--- src/hdl/pvclk_pkg.sv ---
`timescale 1ns / 1ps
`default_nettype none
// ----------------------------------------------------------------------------
// pvclk_pkg
// Shared types and constants of the paravirtual clock and tick statistics
// block: word formats, configuration set, op codes, divider constants.
// ----------------------------------------------------------------------------
package pvclk_pkg;

    // configuration port
    localparam int CFG_IDX_W  = 3;
    localparam int CFG_DATA_W = 64;

    // register indexes of the configuration port
    typedef enum logic [CFG_IDX_W-1:0] {
        REG_CYCLE_BASE       = 3'd0,
        REG_SYSTEM_TIME_BASE = 3'd1,
        REG_SCALE_FRACTION   = 3'd2,
        REG_SCALE_SHIFT      = 3'd3,
        REG_WALL_SECONDS     = 3'd4,
        REG_WALL_NANOS       = 3'd5,
        REG_TICK_PERIOD      = 3'd6
    } t_reg_idx;

    // op codes carried by an input word; the spare code reads the time
    typedef enum logic [1:0] {
        OP_READ  = 2'd0,
        OP_EVENT = 2'd1,
        OP_ARM   = 2'd2
    } t_op;

    // pipeline stage positions, input register first
    localparam int NUM_STAGES = 8;
    localparam int STG_IN     = 0;
    localparam int STG_SHIFT  = 1;
    localparam int STG_MUL    = 2;
    localparam int STG_NOW    = 3;
    localparam int STG_PART   = 4;
    localparam int STG_QUOT   = 5;
    localparam int STG_REM    = 6;
    localparam int STG_OUT    = 7;

    typedef logic [NUM_STAGES-1:0] t_stage_vec;

    // reset values
    localparam logic [31:0] TICK_PERIOD_RST = 32'd1000000;
    localparam logic [63:0] STAT_INIT       = 64'h0000_0000_ffff_ffff;

    // divide by 1e9: drop 9 low bits, then divide by 5^9 through a reciprocal
    // M = ceil(2^76 / 5^9), exact for the 55-bit shifted value
    localparam int           NS_DROP    = 9;
    localparam logic [20:0]  DIV_D      = 21'd1953125;
    localparam logic [55:0]  DIV_M      = 56'd38685626227668134;
    localparam logic [27:0]  DIV_M_HI   = DIV_M[55:28];
    localparam logic [27:0]  DIV_M_LO   = DIV_M[27:0];
    localparam int           DIV_SHIFT  = 76;

    // divide remainder by 1000: drop 3 low bits, then multiply by
    // ceil(2^34 / 125), exact for a 27-bit value
    localparam logic [27:0]  USEC_M     = 28'd137438954;
    localparam int           USEC_SHIFT = 34;

    // configuration set
    typedef struct packed {
        logic [63:0] cycle_base;
        logic [63:0] system_time_base;
        logic [31:0] scale_fraction;
        logic [5:0]  scale_shift;
        logic [31:0] wall_seconds_base;
        logic [29:0] wall_nanos_base;
        logic [31:0] tick_period;
    } t_cfg;

    // input word
    typedef struct packed {
        logic [1:0]  op;
        logic [63:0] cycle_now;
    } t_in_word;

    // timer statistics as seen after one word
    typedef struct packed {
        logic [63:0]        next_deadline;
        logic [63:0]        tick_total;
        logic [62:0]        latency_min;
        logic [62:0]        latency_max;
        logic signed [63:0] interval_min;
        logic signed [63:0] interval_max;
    } t_stats;

    // result word
    typedef struct packed {
        logic [63:0]        time_ns;
        logic [39:0]        wall_sec;
        logic [19:0]        wall_usec;
        logic [63:0]        next_deadline;
        logic [63:0]        tick_total;
        logic [62:0]        latency_min;
        logic [62:0]        latency_max;
        logic signed [63:0] interval_min;
        logic signed [63:0] interval_max;
    } t_out_word;

endpackage
`default_nettype wire

--- src/hdl/pvclk_wall.sv ---
`timescale 1ns / 1ps
`default_nettype none
// ----------------------------------------------------------------------------
// pvclk_wall
// Wall clock split: adds the nanoseconds base, divides by 1e9 through a
// reciprocal in partial products, forms the remainder and microseconds.
// ----------------------------------------------------------------------------
module pvclk_wall
    import pvclk_pkg::*;
(
    input  wire logic        i_clk,
    input  wire t_stage_vec  i_load,
    input  wire logic [1:0]  i_op,
    input  wire logic [63:0] i_now,
    input  wire t_cfg        i_cfg,
    output logic [1:0]       o_op,
    output logic [63:0]      o_now,
    output logic [39:0]      o_sec,
    output logic [19:0]      o_usec
);

    logic [1:0]   r_s4_op;
    logic [63:0]  r_s4_now;
    logic [8:0]   r_s4_lo9;
    logic [20:0]  r_s4_y_lo;
    logic [54:0]  r_s4_pp_hh;
    logic [54:0]  r_s4_pp_hl;
    logic [55:0]  r_s4_pp_lh;
    logic [55:0]  r_s4_pp_ll;
    logic [1:0]   r_s5_op;
    logic [63:0]  r_s5_now;
    logic [8:0]   r_s5_lo9;
    logic [20:0]  r_s5_y_lo;
    logic [34:0]  r_s5_q;
    logic [1:0]   r_s6_op;
    logic [63:0]  r_s6_now;
    logic [34:0]  r_s6_q;
    logic [26:0]  r_s6_z;

    logic [63:0]  w_wall_ns;
    logic [54:0]  w_y;
    logic [110:0] w_prod;
    logic [20:0]  w_qd;
    logic [20:0]  w_rem_y;
    logic [54:0]  w_usec_prod;

    // wall nanoseconds with the low 9 bits set aside
    assign w_wall_ns = i_now + 64'(i_cfg.wall_nanos_base);
    assign w_y       = w_wall_ns[63:NS_DROP];

    // reciprocal product, sum of the four partial products
    assign w_prod = {r_s4_pp_hh, 56'd0}
                  + {28'd0, r_s4_pp_hl, 28'd0}
                  + {27'd0, r_s4_pp_lh, 28'd0}
                  + {55'd0, r_s4_pp_ll};

    // remainder of the shifted value, only its low 21 bits matter
    assign w_qd    = r_s5_q[20:0] * DIV_D;
    assign w_rem_y = r_s5_y_lo - w_qd;

    // microseconds from the remainder over 8
    assign w_usec_prod = 55'(r_s6_z) * 55'(USEC_M);
    assign o_usec      = w_usec_prod[USEC_SHIFT +: 20];
    assign o_sec       = 40'(i_cfg.wall_seconds_base) + 40'(r_s6_q);

    // stage registers
    always_ff @(posedge i_clk) begin
        if (i_load[STG_PART]) begin
            r_s4_op    <= i_op;
            r_s4_now   <= i_now;
            r_s4_lo9   <= w_wall_ns[NS_DROP-1:0];
            r_s4_y_lo  <= w_y[20:0];
            r_s4_pp_hh <= 55'(w_y[54:28]) * 55'(DIV_M_HI);
            r_s4_pp_hl <= 55'(w_y[54:28]) * 55'(DIV_M_LO);
            r_s4_pp_lh <= 56'(w_y[27:0])  * 56'(DIV_M_HI);
            r_s4_pp_ll <= 56'(w_y[27:0])  * 56'(DIV_M_LO);
        end
        if (i_load[STG_QUOT]) begin
            r_s5_op   <= r_s4_op;
            r_s5_now  <= r_s4_now;
            r_s5_lo9  <= r_s4_lo9;
            r_s5_y_lo <= r_s4_y_lo;
            r_s5_q    <= w_prod[110:DIV_SHIFT];
        end
        if (i_load[STG_REM]) begin
            r_s6_op  <= r_s5_op;
            r_s6_now <= r_s5_now;
            r_s6_q   <= r_s5_q;
            r_s6_z   <= {w_rem_y, r_s5_lo9[8:3]};
        end
    end

    assign o_op  = r_s6_op;
    assign o_now = r_s6_now;

endmodule
`default_nettype wire

--- config.mk ---
export PLATFORM = sky130hd
export DESIGN_NAME = pvclk_wall
export DESIGN_NICKNAME = d
export VERILOG_FILES = /design/src/hdl/pvclk_pkg.sv /design/src/hdl/pvclk_wall.sv
export SDC_FILE = /design/constraint.sdc
export NUM_CORES = 2
export LEC_CHECK = 0
export BUFFER_PORTS_ARGS = -buffer_cell sky130_fd_sc_hd__buf_4
export CAP_MARGIN = 20
export CORE_MARGIN = 1
export CORE_UTILIZATION = 50
export CTS_CLUSTER_SIZE = 14
export DETAILED_ROUTE_END_ITERATION = 6
export PLACE_DENSITY = 0.76
export SLEW_MARGIN = 25
export SYNTH_ARGS = -nofsm -noshare
export SYNTH_HDL_FRONTEND = slang
export SYNTH_SLANG_ARGS = --single-unit
--- constraint.sdc ---
create_clock -name i_clk -period 11.4 [get_ports i_clk]
set_input_delay 0.57 -clock i_clk [delete_from_list [all_inputs] [get_ports i_clk]]
set_output_delay 0.57 -clock i_clk [all_outputs]
set_load 0.1 [all_outputs]
==> results_dict.tcl <==
set metrics [dict create \
    maximum_number_of_pins_on_one_net_before_global_route_repair 143 \
    setup_viols_final 0 \
    design.die.area_um2 168000 \
    io-pin-count 461 \
    critical_path.slowest_cell "sky130_fd_sc_hd__a221oi_4" \
    postSynthCellCount 7609 \
    max_cap_viol_count 0 \
    cts_made_buffers 59 \
    post_route_minimum_period_ps 10990 \
    maxSlewHeadroom 0.239 \
    die-width_um 410 \
    startpoint_type "primary input" \
    clock_tree_from_tritoncts "built" \
    post_cts_buffers 0 \
    cp.required_ps 11830 \
    postRouteWirelength_um 231000 \
    setup-tns-final_ps 0 \
    warnings_synthesis 0 \
    ant_nets 0 \
    detail_route.first_pass.iterations 7 \
    yosys.area.top_type_share 0.320 \
    library_cell_used_as_clock_root_buffer "sky130_fd_sc_hd__clkbuf_16" \
    grt_first_pass_wirelength_um 354000 \
    synth-edff-count 528 \
    count_of_endpoints_failing_hold_in_the_final_timing_report 0 \
    drive_gt1_frac 0.0768 \
    tightestPinTransition_ps 1140 \
    cts_sinks 528 \
    place_congestion 1.01 \
    violations_in_the_final_reports "design-rule violations" \
    synth_area_leaders "sky130_fd_sc_hd__fa_1 (32%), sky130_fd_sc_hd__ha_1 (24%), sky130_fd_sc_hd__edfxtp_1 (19%)" \
    synthDominantAreaCellType "sky130_fd_sc_hd__fa_1" \
    postSynthRegisterBits 528 \
    chipHeight_um 410 \
    vias 55800 \
    clkLatencyLatePin_ps 720 \
    h-tree-depth 2 \
    rsz0062_at_grt "false" \
    path_clk_slew_ps 60 \
    synth_ff_type "sky130_fd_sc_hd__edfxtp_1" \
    outcome "complete, but fails checks" \
    drt-vias-per-instance 5.39 \
    antenna_found_initial 8 \
    drt_drc_violations_left 40 \
    start_util 0.505 \
    post_synth.cell_area_avg_um2 11.0 \
    first_global_vias 59300 \
    clock_tree.buffer_depth 3 \
    endpoint_kind "flop" \
    cp_max_fo 6 \
    report.final.slew_viol_count 0 \
    commonest_cells_in_the_netlist "sky130_fd_sc_hd__inv_1 (2184), sky130_fd_sc_hd__ha_1 (1606), sky130_fd_sc_hd__fa_1 (1332), sky130_fd_sc_hd__edfxtp_1 (528), sky130_fd_sc_hd__a21oi_1 (276)" \
    port_buffers 253 \
    dr.first_iter.drc_count 4552 \
    period_share 0.964 \
    nets 11400 \
    synth.most_common_cell "sky130_fd_sc_hd__inv_1" \
    worst_hold_path_type "primary input to flop" \
    final_setup_skew_ps 62.1 \
    fmaxAchievable_mhz 91.0 \
    worst-endpoint-arrival_ps 11420 \
    routed_wire_length_per_instance_um 22.3 \
    dpl.hpwl_um 201000 \
    ys_types 94 \
    worst_path_largest_cell_delay_ps 660 \
    coreArea_um2 165000 \
    yosysSeqAreaShare 0.190 \
    worstSetupPathType "primary input to flop" \
    share_of_synthesized_flip_flops_with_an_asynchronous_set_or_reset 0 \
    syn2layout_area_growth_pct 10.2 \
    track_usage 0.282 \
    rows 149 \
    grt_remaining_overflow 0 \
    synth_area_um2 83400 \
]
[worst paths after layout]
path,from,to,slack [ps],cells after the start
setup / recovery,i_now[1],r_s4_pp_lh[52]$_DFFE_PP_,410,39
setup reg to reg,r_s5_q[3]$_DFFE_PP_,r_s6_z[26]$_DFFE_PP_,4720,20
hold reg to reg,r_s5_now[27]$_DFFE_PP_,o_now[27]$_DFFE_PP_,380,0
hold / removal,i_now[58],r_s4_now[58]$_DFFE_PP_,50,1
[flip-flops by register name, indices dropped and copies added (netlist names)]
signal,count
r_s5_now,64
r_s5_lo9,6
r_s4_pp_hl,51
r_s4_y_lo,21
r_s4_op,2
r_s6_q,35
o_op,2
o_now,64
r_s5_y_lo,21
r_s4_now,64
r_s5_q,35
r_s4_pp_hh,52
r_s5_op,2
r_s6_z,27
r_s4_pp_lh,52
r_s4_pp_ll,24
r_s4_lo9,6
[final cells by class]
type	instances	area, um2
Inverter	2184	8200
Fill cell	14100	73300
Clock buffer	64	1500
Sequential cell	528	15900
Antenna cell	5	12.5
Timing Repair Buffer	453	3610
Clock inverter	45	492
Multi-Input combinational cell	4876	59500
Tap cell	2189	2740
[worst max-delay path, delay by kind of cell]
| family | cells | cell delay [ps] |
|---|---|---|
| AOI/OAI and AO/OA | 13 | 4000 |
| adders and majority gates | 9 | 3880 |
| buffers and inverters | 10 | 1490 |
| and+or+nand+nor | 5 | 950 |
| xor gates and xnor gates | 2 | 510 |
[cell families (layout without fill, tap and decap cells)]
| group | Yosys count | after routing | synth area share |
|---|---|---|---|
| other | 1 | 9 | 0.0000450 |
| buffers and inverters | 2208 | 2746 | 0.0996 |
| flip-flops | 528 | 528 | 0.190 |
| AND/OR/NAND/NOR | 702 | 702 | 0.0421 |
| AO/OA/AOI/OAI | 864 | 864 | 0.0681 |
| multiplexers | 1 | 1 | 0.000120 |
| adder cells (fa/ha/maj) | 2938 | 2938 | 0.561 |
| XOR/XNOR | 367 | 367 | 0.0390 |
[routing by layer]
| metal | vias to the layer above | wire, um | track usage |
|---|---|---|---|
| met5 | - | 0 | 0 |
| met4 | 0 | 6890 | 0.0759 |
| met3 | 312 | 17200 | 0.0419 |
| met2 | 1822 | 106000 | 0.447 |
| met1 | 28200 | 101000 | 0.402 |
| li1 | 25400 | - | - |
[cells in the final DEF, fill, tap and decap left out, drive strengths merged, types with 12 or more instances in the layout]
cell type | Yosys | final
nand4 | 51 | 51
clkinv | 0 | 27
or2 | 12 | 12
buf | 5 | 447
nor2 | 173 | 173
a31oi | 25 | 25
o21a | 41 | 41
nand2 | 165 | 165
ha | 1606 | 1606
o211ai | 20 | 20
o21bai | 40 | 40
a211oi | 28 | 28
a21o | 160 | 160
or3 | 12 | 12
fa | 1332 | 1332
inv | 2184 | 2192
xnor2 | 250 | 250
edfxtp | 528 | 528
xor2 | 117 | 117
nand3 | 71 | 71
nor3 | 55 | 55
nand2b | 31 | 31
and2 | 20 | 20
o21ai | 140 | 140
a21oi | 280 | 280
o31ai | 14 | 14
nor2b | 35 | 35
and3 | 41 | 41
clkbuf | 19 | 64
[through the flow]
step	setup WS, ps	instance area (um2)	hold slack (ps)	utilization	std cells
2_1_floorplan	1430	83400	400	-	7612
3_3_place_gp	525	89800	401	0.544	10200
3_5_place_dp	367	89800	405	0.544	10200
4_1_cts	546	91900	1.07	0.556	10300
5_1_grt	32.5	91900	41.4	0.556	10300
6_report	411	91900	54.6	0.556	10300
[what timing repair did]
item	4_1_cts	5_1_grt
hold buffers	6	0
endpoints found under the setup margin	0	1
gates resized for setup	0	1
endpoints found under the hold margin	6	0
Power is left out: the tool's default activity adds up to more than one toggle a clock period on the data nets, which glitch-free logic cannot reach.
