$ cat src/hdl/pvclk_pkg.sv
`timescale 1ns / 1ps
`default_nettype none
// ----------------------------------------------------------------------------
// pvclk_pkg
// Shared types and constants of the paravirtual clock and tick statistics
// block: word formats, configuration set, op codes, divider constants.
// ----------------------------------------------------------------------------
package pvclk_pkg;

    // configuration port
    localparam int CFG_IDX_W  = 3;
    localparam int CFG_DATA_W = 64;

    // register indexes of the configuration port
    typedef enum logic [CFG_IDX_W-1:0] {
        REG_CYCLE_BASE       = 3'd0,
        REG_SYSTEM_TIME_BASE = 3'd1,
        REG_SCALE_FRACTION   = 3'd2,
        REG_SCALE_SHIFT      = 3'd3,
        REG_WALL_SECONDS     = 3'd4,
        REG_WALL_NANOS       = 3'd5,
        REG_TICK_PERIOD      = 3'd6
    } t_reg_idx;

    // op codes carried by an input word; the spare code reads the time
    typedef enum logic [1:0] {
        OP_READ  = 2'd0,
        OP_EVENT = 2'd1,
        OP_ARM   = 2'd2
    } t_op;

    // pipeline stage positions, input register first
    localparam int NUM_STAGES = 8;
    localparam int STG_IN     = 0;
    localparam int STG_SHIFT  = 1;
    localparam int STG_MUL    = 2;
    localparam int STG_NOW    = 3;
    localparam int STG_PART   = 4;
    localparam int STG_QUOT   = 5;
    localparam int STG_REM    = 6;
    localparam int STG_OUT    = 7;

    typedef logic [NUM_STAGES-1:0] t_stage_vec;

    // reset values
    localparam logic [31:0] TICK_PERIOD_RST = 32'd1000000;
    localparam logic [63:0] STAT_INIT       = 64'h0000_0000_ffff_ffff;

    // divide by 1e9: drop 9 low bits, then divide by 5^9 through a reciprocal
    // M = ceil(2^76 / 5^9), exact for the 55-bit shifted value
    localparam int           NS_DROP    = 9;
    localparam logic [20:0]  DIV_D      = 21'd1953125;
    localparam logic [55:0]  DIV_M      = 56'd38685626227668134;
    localparam logic [27:0]  DIV_M_HI   = DIV_M[55:28];
    localparam logic [27:0]  DIV_M_LO   = DIV_M[27:0];
    localparam int           DIV_SHIFT  = 76;

    // divide remainder by 1000: drop 3 low bits, then multiply by
    // ceil(2^34 / 125), exact for a 27-bit value
    localparam logic [27:0]  USEC_M     = 28'd137438954;
    localparam int           USEC_SHIFT = 34;

    // configuration set
    typedef struct packed {
        logic [63:0] cycle_base;
        logic [63:0] system_time_base;
        logic [31:0] scale_fraction;
        logic [5:0]  scale_shift;
        logic [31:0] wall_seconds_base;
        logic [29:0] wall_nanos_base;
        logic [31:0] tick_period;
    } t_cfg;

    // input word
    typedef struct packed {
        logic [1:0]  op;
        logic [63:0] cycle_now;
    } t_in_word;

    // timer statistics as seen after one word
    typedef struct packed {
        logic [63:0]        next_deadline;
        logic [63:0]        tick_total;
        logic [62:0]        latency_min;
        logic [62:0]        latency_max;
        logic signed [63:0] interval_min;
        logic signed [63:0] interval_max;
    } t_stats;

    // result word
    typedef struct packed {
        logic [63:0]        time_ns;
        logic [39:0]        wall_sec;
        logic [19:0]        wall_usec;
        logic [63:0]        next_deadline;
        logic [63:0]        tick_total;
        logic [62:0]        latency_min;
        logic [62:0]        latency_max;
        logic signed [63:0] interval_min;
        logic signed [63:0] interval_max;
    } t_out_word;

endpackage
`default_nettype wire

$ cat src/hdl/pvclk_stats.sv
`timescale 1ns / 1ps
`default_nettype none
// ----------------------------------------------------------------------------
// pvclk_stats
// Timer state: periodic deadline, tick count, latency and interval extremes.
// Next values are shown combinationally and taken on each update.
// ----------------------------------------------------------------------------
module pvclk_stats
    import pvclk_pkg::*;
(
    input  wire logic        i_clk,
    input  wire logic        i_rst_n,
    input  wire logic        i_upd,
    input  wire logic [1:0]  i_op,
    input  wire logic [63:0] i_now,
    input  wire logic [31:0] i_period,
    output t_stats           o_stats
);

    logic [63:0]        r_deadline;
    logic [63:0]        r_last;
    logic [63:0]        r_tick;
    logic [62:0]        r_lat_min;
    logic [62:0]        r_lat_max;
    logic signed [63:0] r_int_min;
    logic signed [63:0] r_int_max;

    logic [63:0]        n_deadline;
    logic [63:0]        n_last;
    logic [63:0]        n_tick;
    logic [62:0]        n_lat_min;
    logic [62:0]        n_lat_max;
    logic signed [63:0] n_int_min;
    logic signed [63:0] n_int_max;

    logic [63:0]        w_latency;
    logic signed [63:0] w_interval;
    logic               w_late;

    // op decode and extreme tracking
    always_comb begin
        n_deadline = r_deadline;
        n_last     = r_last;
        n_tick     = r_tick;
        n_lat_min  = r_lat_min;
        n_lat_max  = r_lat_max;
        n_int_min  = r_int_min;
        n_int_max  = r_int_max;
        w_latency  = i_now - r_deadline;
        w_interval = $signed(i_now - r_last);
        // late means a strictly positive signed latency
        w_late     = !w_latency[63] && (w_latency != '0);
        unique case (i_op)
            OP_ARM: begin
                n_deadline = i_now + 64'(i_period);
                n_last     = i_now;
            end
            OP_EVENT: begin
                n_tick = r_tick + 64'd1;
                if (w_late) begin
                    if (w_latency[62:0] > r_lat_max) begin
                        n_lat_max = w_latency[62:0];
                    end
                    if (w_latency[62:0] < r_lat_min) begin
                        n_lat_min = w_latency[62:0];
                    end
                    if (w_interval > r_int_max) begin
                        n_int_max = w_interval;
                    end
                    if (w_interval < r_int_min) begin
                        n_int_min = w_interval;
                    end
                    n_last = i_now;
                end
                n_deadline = r_deadline + 64'(i_period);
            end
            default: begin
            end
        endcase
    end

    // state registers
    always_ff @(posedge i_clk) begin
        if (!i_rst_n) begin
            r_deadline <= '0;
            r_last     <= '0;
            r_tick     <= '0;
            r_lat_min  <= STAT_INIT[62:0];
            r_lat_max  <= '0;
            r_int_min  <= $signed(STAT_INIT);
            r_int_max  <= '0;
        end else if (i_upd) begin
            r_deadline <= n_deadline;
            r_last     <= n_last;
            r_tick     <= n_tick;
            r_lat_min  <= n_lat_min;
            r_lat_max  <= n_lat_max;
            r_int_min  <= n_int_min;
            r_int_max  <= n_int_max;
        end
    end

    // statistics after the word now being finished
    always_comb begin
        o_stats.next_deadline = n_deadline;
        o_stats.tick_total    = n_tick;
        o_stats.latency_min   = n_lat_min;
        o_stats.latency_max   = n_lat_max;
        o_stats.interval_min  = n_int_min;
        o_stats.interval_max  = n_int_max;
    end

`ifndef ASSERT_OFF
    // largest latency never shrinks between resets
    a_lat_max_grows: assert property (@(posedge i_clk) disable iff (!i_rst_n)
        i_upd |=> r_lat_max >= $past(r_lat_max))
        else $error("latency maximum decreased");

    // smallest latency starts at the init value and only drops
    a_lat_min_bound: assert property (@(posedge i_clk) disable iff (!i_rst_n)
        i_upd |=> r_lat_min <= STAT_INIT[62:0] && r_lat_min <= $past(r_lat_min))
        else $error("latency minimum above its bound or increased");

    // a timer event counts exactly one tick
    a_tick_step: assert property (@(posedge i_clk) disable iff (!i_rst_n)
        i_upd && i_op == OP_EVENT |=> r_tick == $past(r_tick) + 64'd1)
        else $error("tick count not advanced by one on an event");
`endif

endmodule
`default_nettype wire

$ cat config.mk
export PLATFORM = sky130hd
export DESIGN_NAME = pvclk_stats
export DESIGN_NICKNAME = d
export VERILOG_FILES = /design/src/hdl/pvclk_pkg.sv /design/src/hdl/pvclk_stats.sv
export SDC_FILE = /design/constraint.sdc
export NUM_CORES = 2
export LEC_CHECK = 0
export BUFFER_PORTS_ARGS = -buffer_cell sky130_fd_sc_hd__buf_4
export CORE_UTILIZATION = 61
export DETAILED_ROUTE_END_ITERATION = 8
export PLACE_DENSITY = 0.83
export SLEW_MARGIN = 30
export SYNTH_ARGS = -nofsm -noshare
export SYNTH_HDL_FRONTEND = slang
export SYNTH_SLANG_ARGS = --single-unit
$ cat constraint.sdc
create_clock -name i_clk -period 11.7 [get_ports i_clk]
set_clock_uncertainty 0.2 [all_clocks]
set_input_delay 1.755 -clock i_clk [delete_from_list [all_inputs] [get_ports i_clk]]
set_output_delay 1.755 -clock i_clk [all_outputs]
set_load 0.005 [all_outputs]
==> flow_metrics.env <==
export IMPL_swShare_pct=38.4
export IMPL_power_frac_comb_pct=42.0
export IMPL_via_per_inst=6.28
export IMPL_hold_depth=2
export IMPL_ys_ff_latch=446
export IMPL_cts_tree="done"
export IMPL_worstSetupEndpointType="output pin"
export IMPL_start_util_pct=61.8
export IMPL_setup_tns_ps=0
export IMPL_p_leak_nw=20.9
export IMPL_critPathRequiredTime_ps=9750
export IMPL_synth_flop_cell="dfxtp_1"
export IMPL_power_density_nw_per_um2=123
export IMPL_die_h_um=261
export IMPL_final_layout_size_suffix_gt1_share_pct=16.0
export IMPL_die_area_sq_um=67900
export IMPL_hold_viol_final=0
export IMPL_syn_inst=5274
export IMPL_max_slew_margin_pct=33.3
export IMPL_drt_iter0_markers=3634
export IMPL_violations="design-rule violations"
export IMPL_cts_sinks=446
export IMPL_min_to="r_last[18]$_SDFFE_PN0P_"
export IMPL_clk_pin_slew_ps=60
export IMPL_syn_nets=5791
export IMPL_track_usage_pct=39.3
export IMPL_arrival_ps=9330
export IMPL_hold_class="reg -> reg"
export IMPL_numCtsBuffers=51
export IMPL_synth_area_per_cell_sq_um=7.73
export IMPL_start_kind="input pin"
export IMPL_seq_area_frac_synth_pct=21.9
export IMPL_port_buffers=482
export IMPL_cts_hold_buf=0
export IMPL_grt_pass1_vias=37800
export IMPL_cap_violations=0
export IMPL_cts_resized_gates=0
export IMPL_routabilityCongestion=1.01
export IMPL_coreArea_sq_um=66000
export IMPL_hpwl_mm=108
export IMPL_drv_slew=0
export IMPL_clockBufferDepth=3
export IMPL_rsz0062_at_grt="false"
export IMPL_fin_util_pct=70.8
export IMPL_reg2reg_from="r_deadline[11]$_SDFFE_PN0P_"
export IMPL_antenna_found_initial=7
export IMPL_fin_crit_sh_pct=96.4
export IMPL_dpl_cell_area_sq_um=44900
export IMPL_grt_pass1_wl_mm=211
export IMPL_row_count=94
export IMPL_criticalPathCategory="in -> out"
export IMPL_ios=483
export IMPL_wl_mm=140
export IMPL_wl_per_cell_um=21.6
export IMPL_internal_power_w=0.00354
export IMPL_syn_to_final_growth_pct=14.5
export IMPL_power_frac_clock_pct=29.6
export IMPL_drtPass1Iterations=9
export IMPL_power_frac_seq_pct=28.5
export IMPL_max_freq_mhz=88.6
export IMPL_overflow=0
export IMPL_layout_nets=6110
export IMPL_r2r_end="r_lat_min[49]$_SDFFE_PN0P_"
export IMPL_finalCriticalPeriod_ps=11280
export IMPL_htree_levels=2
export IMPL_wl_met2_mm=62.5
export IMPL_synth_edf_count=0
export IMPL_setup_viol_count_final=0
export IMPL_async_flop_share_pct=0
export IMPL_clk_latency_ps=630
export IMPL_m1WireLength_mm=57.6
export IMPL_antenna_left=0
export IMPL_worst_r2r_path_depth=24
export IMPL_final_area_sq_um=46700
export IMPL_vdd_drop_max_uv=110
export IMPL_mappedNetlistArea_sq_um=40800
export IMPL_cts_root_buffer="clkbuf_16"
export IMPL_cp_max_fo=33
export IMPL_routed_via_count=40800
export IMPL_die_x_um=261
export IMPL_worstMarginPinSlew_ps=994
export IMPL_power_switching_w=0.00221
export IMPL_post_cts_setup_buffers=0
export IMPL_yosys_cell_types_count=95
export IMPL_outcome="finished with violations"
export IMPL_ys_warn_count=0
export IMPL_highest_layer="met4"
export IMPL_drc=76
export IMPL_grt_max_degree=226
export IMPL_reg2reg_slack_ps=3820
export IMPL_min_from="r_last[18]$_SDFFE_PN0P_"
export IMPL_wl_met3_mm=11.6
[layout by cell type (no fill, tap or decap), types with 70 or more instances in the layout]
cell and instances:
nand2_1 706, buf_4 537, dfxtp_1 446, inv_1 440, ha_1 411, nor2_1 302
a21oi_1 296, o21ai_0 288, nand3_1 247, mux2i_1 241, a21o_1 164, mux2_2 154
xor2_1 125, xnor2_1 121, nand4_1 102, o211ai_1 93, nor3_1 83, mux2_1 70
[logic make-up (layout without fill, tap and decap cells)]
kind of cell	after synthesis	in the layout	share of synthesized area [%]
mux	518	518	14.1
fa+ha+maj	416	416	12.8
compound gates	1236	1236	19.9
buf+inv	722	1079	7.06
other cells	0	7	0
simple gates	1689	1689	19.0
flops	446	446	21.9
xor+xnor	247	247	5.31
[synthesized netlist by cell type, types with 10 or more instances]
cell / count / area, sq um
nand3_1: 248 / 1240
o211a_1: 22 / 220
a31oi_1: 28 / 175
dfxtp_1: 446 / 8930
and4_1: 16 / 140
o21bai_1: 32 / 240
mux2i_1: 241 / 2410
buf_2: 34 / 170
a21o_1: 164 / 1230
ha_1: 413 / 5170
a2111oi_0: 10 / 87.6
buf_4: 20 / 150
xnor2_1: 122 / 1070
mux2_4: 53 / 796
o21ai_0: 288 / 1440
nor3_1: 83 / 415
nor2_1: 307 / 1150
a211o_1: 18 / 158
or3_1: 29 / 181
a221oi_1: 11 / 96.3
o2111ai_1: 10 / 87.6
mux2_2: 154 / 1730
clkbuf_1: 201 / 754
a211oi_1: 33 / 248
and2_1: 36 / 225
and3_1: 30 / 188
nor4_1: 14 / 87.6
buf_1: 18 / 67.6
a21boi_0: 14 / 105
xor2_1: 125 / 1090
nand2_1: 710 / 2670
mux2_1: 70 / 788
nand2b_1: 19 / 119
o21ai_1: 14 / 70.1
o22ai_1: 14 / 87.6
inv_1: 440 / 1650
o31ai_1: 19 / 143
a311oi_1: 16 / 140
o21a_1: 54 / 405
nand4_1: 102 / 638
nor2b_1: 38 / 238
o211ai_1: 93 / 698
a21oi_1: 296 / 1480
[metrics by stage]
| step | instances | setup WS [ps] | hold WS [ps] | power, W |
|---|---|---|---|---|
| 2_1_floorplan | 5274 | 2380 | 235 | 0.00316 |
| 3_3_place_gp | 6402 | 697 | 245 | 0.00396 |
| 3_5_place_dp | 6403 | 530 | 258 | 0.00400 |
| 4_1_cts | 6494 | 475 | 267 | 0.00570 |
| 5_1_grt | 6501 | 48.5 | 283 | 0.00601 |
| 6_report | 6502 | 418 | 267 | 0.00575 |
[power by group through the flow]
stage                     clock network [W]  logic [W]  registers, W
after floorplan                           0    0.00152       0.00165
after global placement                    0    0.00230       0.00166
after detailed placement                  0    0.00234       0.00166
after CTS                           0.00170    0.00236       0.00163
after global routing                0.00176    0.00261       0.00164
final                               0.00170    0.00241       0.00164
[flip-flops by register name, summed over array words and instances (netlist names)]
name	cells
r_lat_max	63
r_int_max	64
r_lat_min	63
r_tick	64
r_int_min	64
r_deadline	64
r_last	64
[metal layers]
metal  global-route usage (%)  vias up
li1                         -    19300
met1                     50.3    19200
met4                     23.7        0
met5                        0        -
met2                     61.9     1854
met3                     6.45      436
[worst max-delay path, cell delays in order]
cell and delay (ps):
buf_4 110, inv_1 80, ha_1 230, fa_1 420
nor2b_1 170, o31a_1 210, o2111a_1 210, o21ai_0 230
a2111o_1 540, a311oi_1 410, o21bai_1 140, a21oi_1 460
a41oi_1 230, xnor2_1 480, ha_1 210, nand4_1 100
nor4_1 630, nand3_1 190, a31oi_1 220, nor4_1 80
mux2i_1 160, nor3_1 550, nand2_2 640, buf_12 400
mux2_2 300, buf_4 140
[how the worst max path moves through the flow]
stage / start / to / slack, ps / cells past startpoint
final: i_now[0] / o_stats[60] / 420 / 26
after global routing: i_now[0] / o_stats[57] / 50 / 26
after CTS: i_now[0] / o_stats[54] / 480 / 26
after detailed placement: i_now[0] / o_stats[60] / 530 / 26
after global placement: i_now[0] / o_stats[76] / 700 / 28
after floorplan: i_now[0] / o_stats[127] / 2380 / 26
[cell type report]
class                      instances  area [sq um]
sequential                       446          8930
tap                              864          1080
clock inverter                    20           249
timing repair buffer             546          4200
antenna                            7          17.5
inverter                         442          1660
multi-input combinational       4106         29100
clock buffer                      71          1480
fill                            5335         19300
Note: power is estimated with default switching activity, not from simulation.
